--- src/hdl/mahd_pkg.sv ---
// Shared types, widths and constants of the moving average hysteresis detector.
package mahd_pkg;

    localparam int MAX_WINDOW = 16;
    localparam int SAMPLE_W   = 15;
    localparam int WLEN_W     = 5;
    localparam int CFG_W      = 15;
    localparam int CFG_IDX_W  = 2;
    localparam int WIN_AW     = (MAX_WINDOW > 1) ? $clog2(MAX_WINDOW) : 1;
    localparam int CNT_W      = $clog2(MAX_WINDOW + 1);
    localparam int SUM_W      = SAMPLE_W + $clog2(MAX_WINDOW);
    localparam int STREAK_W   = 8;

    localparam logic [STREAK_W-1:0] ON_COUNT   = 8'd2;
    localparam logic [STREAK_W-1:0] OFF_COUNT  = 8'd6;
    localparam logic [STREAK_W-1:0] STREAK_MAX = 8'd255;

    localparam logic [WLEN_W-1:0]   WLEN_RESET   = 5'd7;
    localparam logic [SAMPLE_W-1:0] BRIGHT_RESET = 15'd800;
    localparam logic [SAMPLE_W-1:0] DARK_RESET   = 15'd900;

    localparam logic [CFG_IDX_W-1:0] REG_WINDOW_LENGTH = 2'd0;
    localparam logic [CFG_IDX_W-1:0] REG_BRIGHT_THRESH = 2'd1;
    localparam logic [CFG_IDX_W-1:0] REG_DARK_THRESH   = 2'd2;

    typedef enum logic [1:0] {
        ST_IDLE,
        ST_UPDATE,
        ST_DIV,
        ST_DONE
    } state_t;

    typedef struct packed {
        logic busy;
        logic done;
    } div_stat_t;

    function automatic logic [STREAK_W-1:0] streak_inc(input logic [STREAK_W-1:0] s);
        return (s >= STREAK_MAX) ? STREAK_MAX : s + 8'd1;
    endfunction

endpackage

--- src/hdl/mahd_ifs.sv ---
// Valid/ready channel interfaces for sample beats and result beats.
interface mahd_sample_if;
    logic                          valid;
    logic                          ready;
    logic [mahd_pkg::SAMPLE_W-1:0] sample;

    modport source (output valid, output sample, input ready);
    modport sink   (input valid, input sample, output ready);
endinterface

interface mahd_result_if;
    logic                          valid;
    logic                          ready;
    logic [mahd_pkg::SAMPLE_W-1:0] average;
    logic                          light_detected;

    modport source (output valid, output average, output light_detected, input ready);
    modport sink   (input valid, input average, input light_detected, output ready);
endinterface

--- src/hdl/mahd_div.sv ---
// Restoring radix-2 divider: window sum by fill count, one quotient bit per cycle.
module mahd_div
(
    input  logic                       clk,
    input  logic                       rst_n,
    input  logic                       start,
    input  logic [mahd_pkg::SUM_W-1:0] dividend,
    input  logic [mahd_pkg::CNT_W-1:0] divisor,
    output logic [mahd_pkg::SUM_W-1:0] quotient,
    output mahd_pkg::div_stat_t        stat
);

    localparam int STEP_W = $clog2(mahd_pkg::SUM_W + 1);

    logic [mahd_pkg::SUM_W-1:0] quo_reg;
    logic [mahd_pkg::CNT_W-1:0] rem_reg;
    logic [mahd_pkg::CNT_W-1:0] div_reg;
    logic [STEP_W-1:0]          step_reg;
    logic                       busy_reg;
    logic                       done_reg;

    logic [mahd_pkg::CNT_W:0]   trial;
    logic                       fits;

    assign trial = {rem_reg, quo_reg[mahd_pkg::SUM_W-1]};
    assign fits  = (trial >= {1'b0, div_reg});

    always_ff @(posedge clk or negedge rst_n)
    begin
        if (!rst_n)
        begin
            busy_reg <= 1'b0;
            done_reg <= 1'b0;
            step_reg <= '0;
        end
        else
        begin
            done_reg <= 1'b0;
            if (start)
            begin
                busy_reg <= 1'b1;
                step_reg <= STEP_W'(mahd_pkg::SUM_W);
            end
            else if (busy_reg)
            begin
                step_reg <= step_reg - 1'b1;
                if (step_reg == STEP_W'(1))
                begin
                    busy_reg <= 1'b0;
                    done_reg <= 1'b1;
                end
            end
        end
    end

    always_ff @(posedge clk)
    begin
        if (start)
        begin
            quo_reg <= dividend;
            rem_reg <= '0;
            div_reg <= divisor;
        end
        else if (busy_reg)
        begin
            quo_reg <= {quo_reg[mahd_pkg::SUM_W-2:0], fits};
            rem_reg <= fits ? mahd_pkg::CNT_W'(trial - {1'b0, div_reg})
                            : trial[mahd_pkg::CNT_W-1:0];
        end
    end

    assign quotient  = quo_reg;
    assign stat.busy = busy_reg;
    assign stat.done = done_reg;

endmodule

--- src/hdl/moving_average_hysteresis_detector_top.sv ---
// Top level of the moving average hysteresis light detector.
//
// Each sample beat enters a sliding window of up to window_length samples
// (clamped to 1..16, zero acts as one) that lives in a small synchronous RAM,
// with a running sum kept in a register. Once the window is full, each new
// sample pushes out the oldest one, so a window that was filled under a longer
// length keeps its fill after the length is lowered. The result beat carries
// the truncated average of the window and the hysteresis flag: the flag turns
// on after two consecutive averages at or below bright_threshold and turns off
// after six consecutive averages at or above dark_threshold. One sample is
// handled at a time. A beat is taken in an idle cycle while the RAM reads the
// oldest entry; then come an update step for the RAM and the running sum,
// the bit-serial divide of the 19-bit sum by the fill count (19 quotient
// bits and a step that flags the end), and a judge step that checks the
// average and loads the output register. The next sample beat is taken only
// once the block is back in idle after the judge step. The output register
// lets the next sample come in while a result beat still waits to be taken;
// only the final judge step of that sample waits, for as long as the previous
// result beat is held by the receiver.
// Registers are to be written through cfg_we/cfg_index/cfg_data by the user
// only while the block is idle; the block itself does not enforce this.
// Indexes beyond the register list are ignored.
module moving_average_hysteresis_detector_top
(
    input  logic                           clk,
    input  logic                           rst_n,
    mahd_sample_if.sink                    sample_ch,
    mahd_result_if.source                  result_ch,
    input  logic                           cfg_we,
    input  logic [mahd_pkg::CFG_IDX_W-1:0] cfg_index,
    input  logic [mahd_pkg::CFG_W-1:0]     cfg_data
);

    // Configuration registers.
    logic [mahd_pkg::WLEN_W-1:0]   wlen_reg;
    logic [mahd_pkg::SAMPLE_W-1:0] bright_reg;
    logic [mahd_pkg::SAMPLE_W-1:0] dark_reg;

    always_ff @(posedge clk or negedge rst_n)
    begin
        if (!rst_n)
        begin
            wlen_reg   <= mahd_pkg::WLEN_RESET;
            bright_reg <= mahd_pkg::BRIGHT_RESET;
            dark_reg   <= mahd_pkg::DARK_RESET;
        end
        else if (cfg_we)
        begin
            unique case (cfg_index)
                mahd_pkg::REG_WINDOW_LENGTH: wlen_reg   <= cfg_data[mahd_pkg::WLEN_W-1:0];
                mahd_pkg::REG_BRIGHT_THRESH: bright_reg <= cfg_data[mahd_pkg::SAMPLE_W-1:0];
                mahd_pkg::REG_DARK_THRESH:   dark_reg   <= cfg_data[mahd_pkg::SAMPLE_W-1:0];
                default: ;
            endcase
        end
    end

    // Effective window length, clamped into 1..MAX_WINDOW.
    logic [mahd_pkg::CNT_W-1:0] eff_len;

    always_comb
    begin
        if (wlen_reg == '0)
            eff_len = mahd_pkg::CNT_W'(1);
        else if (32'(wlen_reg) > mahd_pkg::MAX_WINDOW)
            eff_len = mahd_pkg::CNT_W'(mahd_pkg::MAX_WINDOW);
        else
            eff_len = mahd_pkg::CNT_W'(wlen_reg);
    end

    // Control and window state.
    mahd_pkg::state_t state_reg, state_next;

    logic [mahd_pkg::CNT_W-1:0]    fill_reg, fill_next;
    logic [mahd_pkg::WIN_AW-1:0]   oldest_reg, oldest_next;
    logic [mahd_pkg::SUM_W-1:0]    sum_reg, sum_next;
    logic                          det_on_reg, det_on_next;
    logic [mahd_pkg::STREAK_W-1:0] on_streak_reg, on_streak_next;
    logic [mahd_pkg::STREAK_W-1:0] off_streak_reg, off_streak_next;
    logic                          out_valid_reg, out_valid_next;
    logic [mahd_pkg::SAMPLE_W-1:0] out_avg_reg, out_avg_next;
    logic                          out_det_reg, out_det_next;
    logic [mahd_pkg::SAMPLE_W-1:0] sample_reg;

    // Window RAM: one write port, one registered read port.
    logic [mahd_pkg::SAMPLE_W-1:0] win_mem [mahd_pkg::MAX_WINDOW];
    logic [mahd_pkg::SAMPLE_W-1:0] rd_data_reg;
    logic                          mem_we;
    logic [mahd_pkg::WIN_AW-1:0]   mem_waddr;

    logic                          take;
    logic                          out_free;
    logic                          drop;
    logic [mahd_pkg::CNT_W-1:0]    fill_dec;
    logic [mahd_pkg::CNT_W:0]      slot_sum;
    logic                          div_start;
    logic [mahd_pkg::SUM_W-1:0]    quotient;
    mahd_pkg::div_stat_t           div_stat;
    logic [mahd_pkg::SAMPLE_W-1:0] avg;

    assign sample_ch.ready = (state_reg == mahd_pkg::ST_IDLE);
    assign take            = sample_ch.valid && sample_ch.ready;
    assign out_free        = !out_valid_reg || result_ch.ready;

    // The read of the oldest entry runs every idle cycle, so its data is
    // ready in the update cycle right after the beat is taken.
    always_ff @(posedge clk)
    begin
        if (mem_we)
            win_mem[mem_waddr] <= sample_reg;
        if (state_reg == mahd_pkg::ST_IDLE)
            rd_data_reg <= win_mem[oldest_reg];
        if (take)
            sample_reg <= sample_ch.sample;
    end

    assign drop     = (fill_reg >= eff_len);
    assign fill_dec = drop ? fill_reg - 1'b1 : fill_reg;
    assign slot_sum = {1'b0, mahd_pkg::CNT_W'(oldest_next)} + {1'b0, fill_dec};
    assign avg      = quotient[mahd_pkg::SAMPLE_W-1:0];

    mahd_div u_div
    (
        .clk      (clk),
        .rst_n    (rst_n),
        .start    (div_start),
        .dividend (sum_next),
        .divisor  (fill_next),
        .quotient (quotient),
        .stat     (div_stat)
    );

    always_comb
    begin
        state_next      = state_reg;
        fill_next       = fill_reg;
        oldest_next     = oldest_reg;
        sum_next        = sum_reg;
        det_on_next     = det_on_reg;
        on_streak_next  = on_streak_reg;
        off_streak_next = off_streak_reg;
        out_valid_next  = out_valid_reg && !result_ch.ready;
        out_avg_next    = out_avg_reg;
        out_det_next    = out_det_reg;
        mem_we          = 1'b0;
        mem_waddr       = '0;
        div_start       = 1'b0;

        unique case (state_reg)
            mahd_pkg::ST_IDLE:
            begin
                if (take)
                    state_next = mahd_pkg::ST_UPDATE;
            end
            mahd_pkg::ST_UPDATE:
            begin
                // Retire the oldest sample when the window is full, then
                // append the new one behind the remaining samples.
                if (drop)
                begin
                    sum_next = sum_reg - mahd_pkg::SUM_W'(rd_data_reg);
                    if (oldest_reg == mahd_pkg::WIN_AW'(mahd_pkg::MAX_WINDOW - 1))
                        oldest_next = '0;
                    else
                        oldest_next = oldest_reg + 1'b1;
                end
                sum_next  = sum_next + mahd_pkg::SUM_W'(sample_reg);
                fill_next = fill_dec + 1'b1;
                mem_we    = 1'b1;
                if (slot_sum >= (mahd_pkg::CNT_W + 1)'(mahd_pkg::MAX_WINDOW))
                    mem_waddr = mahd_pkg::WIN_AW'(slot_sum
                                - (mahd_pkg::CNT_W + 1)'(mahd_pkg::MAX_WINDOW));
                else
                    mem_waddr = mahd_pkg::WIN_AW'(slot_sum);
                div_start  = 1'b1;
                state_next = mahd_pkg::ST_DIV;
            end
            mahd_pkg::ST_DIV:
            begin
                if (div_stat.done)
                    state_next = mahd_pkg::ST_DONE;
            end
            mahd_pkg::ST_DONE:
            begin
                if (out_free)
                begin
                    if (!det_on_reg)
                    begin
                        if (avg <= bright_reg)
                        begin
                            on_streak_next  = mahd_pkg::streak_inc(on_streak_reg);
                            off_streak_next = '0;
                        end
                        else
                        begin
                            off_streak_next = mahd_pkg::streak_inc(off_streak_reg);
                            on_streak_next  = '0;
                        end
                        if (on_streak_next >= mahd_pkg::ON_COUNT)
                            det_on_next = 1'b1;
                    end
                    else
                    begin
                        if (avg >= dark_reg)
                        begin
                            off_streak_next = mahd_pkg::streak_inc(off_streak_reg);
                            on_streak_next  = '0;
                        end
                        else
                        begin
                            on_streak_next  = mahd_pkg::streak_inc(on_streak_reg);
                            off_streak_next = '0;
                        end
                        if (off_streak_next >= mahd_pkg::OFF_COUNT)
                            det_on_next = 1'b0;
                    end
                    out_valid_next = 1'b1;
                    out_avg_next   = avg;
                    out_det_next   = det_on_next;
                    state_next     = mahd_pkg::ST_IDLE;
                end
            end
            default: state_next = mahd_pkg::ST_IDLE;
        endcase
    end

    always_ff @(posedge clk or negedge rst_n)
    begin
        if (!rst_n)
        begin
            state_reg      <= mahd_pkg::ST_IDLE;
            fill_reg       <= '0;
            oldest_reg     <= '0;
            sum_reg        <= '0;
            det_on_reg     <= 1'b0;
            on_streak_reg  <= '0;
            off_streak_reg <= '0;
            out_valid_reg  <= 1'b0;
        end
        else
        begin
            state_reg      <= state_next;
            fill_reg       <= fill_next;
            oldest_reg     <= oldest_next;
            sum_reg        <= sum_next;
            det_on_reg     <= det_on_next;
            on_streak_reg  <= on_streak_next;
            off_streak_reg <= off_streak_next;
            out_valid_reg  <= out_valid_next;
        end
    end

    // Result payload needs no reset.
    always_ff @(posedge clk)
    begin
        out_avg_reg <= out_avg_next;
        out_det_reg <= out_det_next;
    end

    assign result_ch.valid          = out_valid_reg;
    assign result_ch.average        = out_avg_reg;
    assign result_ch.light_detected = out_det_reg;

    // The fill count never exceeds the RAM depth.
    a_fill_bound: assert property (@(posedge clk) disable iff (!rst_n)
        32'(fill_reg) <= mahd_pkg::MAX_WINDOW)
        else $error("fill count beyond window depth");

    // After an update the window holds at least one sample.
    a_fill_nonzero: assert property (@(posedge clk) disable iff (!rst_n)
        state_reg == mahd_pkg::ST_UPDATE |=> fill_reg != '0)
        else $error("window empty after update");

    // The divider is never restarted while still iterating.
    a_div_start: assert property (@(posedge clk) disable iff (!rst_n)
        div_start |-> !div_stat.busy)
        else $error("divider restarted while busy");

    // The detector flag moves only when a result is loaded.
    a_det_change: assert property (@(posedge clk) disable iff (!rst_n)
        !$stable(det_on_reg) |-> $past(state_reg) == mahd_pkg::ST_DONE)
        else $error("detector flag changed outside result load");

endmodule

--- src/flat_wrapper.sv ---
// flat-port wrapper written by rule: the top's interface ports become plain ports
module moving_average_hysteresis_detector_top_flat 
  (clk, rst_n, cfg_we, cfg_index, cfg_data, sample_ch_valid, sample_ch_sample, sample_ch_ready, result_ch_valid, result_ch_average, result_ch_light_detected, result_ch_ready);
  mahd_sample_if sample_ch_i ();
  mahd_result_if result_ch_i ();
  input  logic clk;
  input  logic rst_n;
  input  logic cfg_we;
  input  logic [mahd_pkg::CFG_IDX_W-1:0] cfg_index;
  input  logic [mahd_pkg::CFG_W-1:0] cfg_data;
  input wire logic [$bits(sample_ch_i.valid)-1:0] sample_ch_valid;
  input wire logic [$bits(sample_ch_i.sample)-1:0] sample_ch_sample;
  output wire logic [$bits(sample_ch_i.ready)-1:0] sample_ch_ready;
  output wire logic [$bits(result_ch_i.valid)-1:0] result_ch_valid;
  output wire logic [$bits(result_ch_i.average)-1:0] result_ch_average;
  output wire logic [$bits(result_ch_i.light_detected)-1:0] result_ch_light_detected;
  input wire logic [$bits(result_ch_i.ready)-1:0] result_ch_ready;
  assign sample_ch_i.valid = sample_ch_valid;
  assign sample_ch_i.sample = sample_ch_sample;
  assign sample_ch_ready = sample_ch_i.ready;
  assign result_ch_valid = result_ch_i.valid;
  assign result_ch_average = result_ch_i.average;
  assign result_ch_light_detected = result_ch_i.light_detected;
  assign result_ch_i.ready = result_ch_ready;
  moving_average_hysteresis_detector_top u_core (.clk(clk), .rst_n(rst_n), .sample_ch(sample_ch_i), .result_ch(result_ch_i), .cfg_we(cfg_we), .cfg_index(cfg_index), .cfg_data(cfg_data));
endmodule
--- config.mk ---
export PLATFORM = sky130hd
export DESIGN_NAME = moving_average_hysteresis_detector_top_flat
export DESIGN_NICKNAME = d
export VERILOG_FILES = /design/src/hdl/mahd_pkg.sv /design/src/hdl/mahd_ifs.sv /design/src/hdl/mahd_div.sv /design/src/hdl/moving_average_hysteresis_detector_top.sv /design/src/flat_wrapper.sv
export SDC_FILE = /design/constraint.sdc
export NUM_CORES = 1
export LEC_CHECK = 0
export BUFFER_PORTS_ARGS = -buffer_cell sky130_fd_sc_hd__clkbuf_2
export CORE_ASPECT_RATIO = 1.1
export CORE_UTILIZATION = 45
export CTS_CLUSTER_SIZE = 24
export DETAILED_ROUTE_END_ITERATION = 7
export PLACE_DENSITY_LB_ADDON = 0.12
export SLEW_MARGIN = 5
export SYNTH_ARGS = -nofsm -noshare
export SYNTH_HDL_FRONTEND = slang
export SYNTH_SLANG_ARGS = --single-unit
--- constraint.sdc ---
create_clock -name clk -period 5.8 [get_ports clk]
set_input_delay 0.58 -clock clk [delete_from_list [all_inputs] [get_ports clk]]
set_output_delay 0.58 -clock clk [all_outputs]
set_load 0.02 [all_outputs]
==> impl_metrics.py <==
metrics = {
    "status": {
        "status": "finished clean",
    },
    "logic_synthesis": {
        "synth_compound_area_frac": 0.08794,
        "avgSynthCellArea_um2": 14.46,
        "yosys.area.top_type_share": 0.4972,
        "synth_edf_count": 310,
        "synthAdderAreaFrac": 0.06041,
        "synthesis.nets": 1420,
        "synth_area_um2": 18720,
        "yosys.area_share.xor_xnor": 0.02245,
        "ys_dominant_reg_cell": "edfxtp_1",
        "synth_cells": 1295,
        "ys_seq_area_frac": 0.6235,
        "yosysWarnings": 0,
        "synth_top_family_by_area": "multiplexers",
        "ys_async_sr_fraction": 0.2222,
        "synth-simple-area-share": 0.06114,
        "yosys.area.top_type": "edfxtp_1",
        "synth_area_leaders": "edfxtp_1 50%, dfrtp_1 11%, mux4_2 9.0%, ha_1 5.6%, mux2_2 2.2%",
        "ys_types": 76,
        "synthMuxAreaShare": 0.1146,
        "ys_ff_latch": 405,
    },
    "final_layout": {
        "synthToLayoutAreaGrowth_pct": 13.36,
        "layout_commonest_cell": "edfxtp_1",
        "largest_reg_flops": 240,
        "final_cell_mix": "310 x edfxtp_1, 105 x inv_1, 83 x ha_1, 78 x dfrtp_1, 75 x mux4_2",
        "fillers": 3468,
        "final_cells": 1978,
        "num_antenna_cells": 0,
        "drive_gt1_frac": 0.2094,
        "nets": 1509,
    },
    "worst_setup_path": {
        "critPathLaunchType": "register",
        "endpoint_kind": "register",
        "critPathKind": "register to register",
        "crit_required_ps": 6130,
        "critPathMaxFanout": 5,
        "arrival_ps": 5120,
        "r2r_setup_slack_ps": 1010,
    },
    "sta": {
        "relSlewSlack": 0.2379,
        "slew_violations": 0,
        "post-route-period-util": 0.8258,
        "tns_ps": 0,
        "finClkSkew_ps": 15.35,
        "timing.fmax_mhz": 208.8,
        "setup_violations": 0,
        "rsz0062_at_grt": "no",
        "min_period_ps": 4790,
        "hold_viol_final": 0,
        "tightest_slew_ps": 1141,
    },
    "die": {
        "fp.dieH_um": 215.9,
        "fp-row-count": 78,
        "ios": 55,
        "dieArea_um2": 42430,
        "die_w_um": 196.5,
        "coreArea_um2": 41090,
        "start_util": 0.4557,
    },
    "clock_tree": {
        "ctsHtreeMaxLevel": 2,
        "cts.sinks": 405,
        "cts.clk_slew.worst_paths_ps": 60,
        "clockRootBuffer": "clkbuf_16",
        "cts_inserted_buffers": 45,
        "cts_tree": "done",
        "postCtsSetupBuffers": 0,
        "insertion_delay_ps": 580,
        "clock_path_buffers": 3,
    },
    "place": {
        "dpl.hpwl_um": 25800,
        "dp_cells": 1896,
        "gp_congestion": 0.8055,
        "port_buffers": 54,
    },
    "grt": {
        "grt_antenna_before_repair": 0,
        "grt_pass1_wl_um": 62890,
        "grt_max_degree": 76,
        "grt_pass1_vias": 11070,
        "track_usage": 0.1960,
        "overflow": 0,
    },
    "detailed_routing": {
        "drt_pass1_iterations": 5,
        "ant_nets": 0,
        "vias": 10800,
        "vias_per_cell": 5.461,
        "drc": 0,
        "routed_wl_um": 40160,
        "drtIter0Drc": 583,
        "wl_per_cell_um": 20.30,
    },
    "power": {
        "p_sw_mw": 5.102,
        "comb_power_share": 0.447,
        "p_seq_frac": 0.346,
        "ir_drop_uv": 275.1,
        "post-layout-total-power_mw": 13.51,
        "powerDensity_nw_per_um2": 636.3,
        "pwr-share-clk": 0.207,
        "p_leak_nw": 8.024,
        "switching_share": 0.3777,
        "internal_power_mw": 8.404,
    },
    "hold_path": {
        "hold_path_class": "input pin to register",
    },
    "run": {
        "maxCapViolCount": 0,
    },
}
routing by layer:
metal | track usage | share of wire
met1 | 0.2575 | 0.44
met2 | 0.3332 | 0.50
met3 | 0.02875 | 0.039
met4 | 0.06484 | 0.021
met5 | 0 | 0
what timing repair did:
item / 4_1_cts / 5_1_grt
hold buffers: 1 / 0
endpoints found under the hold margin: 25 / 0
resized for setup: 0 / 0
power groups by stage:
stage / logic [mW] / clock network (mW) / registers, mW
3_5_place_dp: 6.07 / 0 / 4.73
6_report: 6.04 / 2.80 / 4.67
4_1_cts: 6.11 / 2.88 / 4.68
3_3_place_gp: 6.01 / 0 / 4.72
5_1_grt: 6.76 / 2.99 / 4.77
2_1_floorplan: 4.68 / 0 / 4.53
cells by family (layout without fill, tap and decap cells):
family | count (synthesis) | after routing
DFF | 405 | 405
AOI/OAI and AO/OA | 249 | 249
and+or+nand+nor | 240 | 240
buffers and inverters | 149 | 272
muxes | 116 | 116
adders and majority gates | 88 | 88
xor gates and xnor gates | 48 | 48
worst max-delay path, stage by stage (launching register included):
cell and delay [ps]:
dfrtp_1 380, inv_1 70, ha_1 160, inv_1 50, fa_1 430, a211oi_2 300, o21ai_2 150, a21oi_1 180
o21bai_1 110, a21o_1 190, a21oi_1 160, xor2_1 150, o21ai_0 90, ha_1 380, a21oi_1 170, nor2_1 70
a211oi_2 400, nor2_1 110, a2111oi_2 420, o21ba_2 240, and3_1 160, o22a_1 170
cells in the mapped netlist (all sizes together), types with 15 or more instances:
| cell | count |
|---|---|
| nand3 | 20 |
| clkbuf | 31 |
| ha | 84 |
| nor2 | 74 |
| inv | 105 |
| edfxtp | 310 |
| a21oi | 64 |
| a21o | 22 |
| mux4 | 75 |
| o21ai | 70 |
| xnor2 | 33 |
| dfrtp | 80 |
| mux2 | 37 |
| xor2 | 15 |
| nand2 | 73 |
metrics by stage:
stage | setup WS [ps] | hold slack [ps] | cell area (um^2) | util
2_1_floorplan | 1315 | 284.4 | 18720 | -
3_5_place_dp | 1020 | 494.4 | 19780 | 0.4813
3_3_place_gp | 1053 | 476.8 | 19780 | 0.4813
5_1_grt | 625.8 | 149.8 | 21230 | 0.5166
4_1_cts | 1009 | 136.0 | 21230 | 0.5166
6_report | 1010 | 171.6 | 21230 | 0.5166
path summary, 6_finish.rpt:
check,end,cells after the start,start
setup reg to reg,u_core.u_div.quotient[18]$_DFFE_PP_,21,u_core.sum_reg[0]$_DFF_PN0_
min in group asynchronous,u_core.on_streak_reg[2]$_DFFE_PN0P_,2,rst_n
hold / removal,u_core.sample_reg[11]$_DFFE_PP_,1,sample_ch_sample[11]
hold reg to reg,u_core.dark_reg[6]$_DFFE_PN0P_,1,u_core.dark_reg[6]$_DFFE_PN0P_
max in group asynchronous,u_core.bright_reg[7]$_DFFE_PN0P_,3,rst_n
setup / recovery,u_core.u_div.quotient[18]$_DFFE_PP_,21,u_core.sum_reg[0]$_DFF_PN0_
cell type report:
cell class                      count  area, um^2  share of cell area
Multi-Input combinational cell    741        6496              0.3061
Clock buffer                       60        1204             0.05671
Clock inverter                     21       236.5             0.01114
Timing Repair Buffer               86       515.5             0.02429
Tap cell                          560       700.7             0.03301
Inverter                          105       394.1             0.01857
Sequential cell                   405       11680              0.5502
Note: power is estimated with default switching activity, not from simulation.
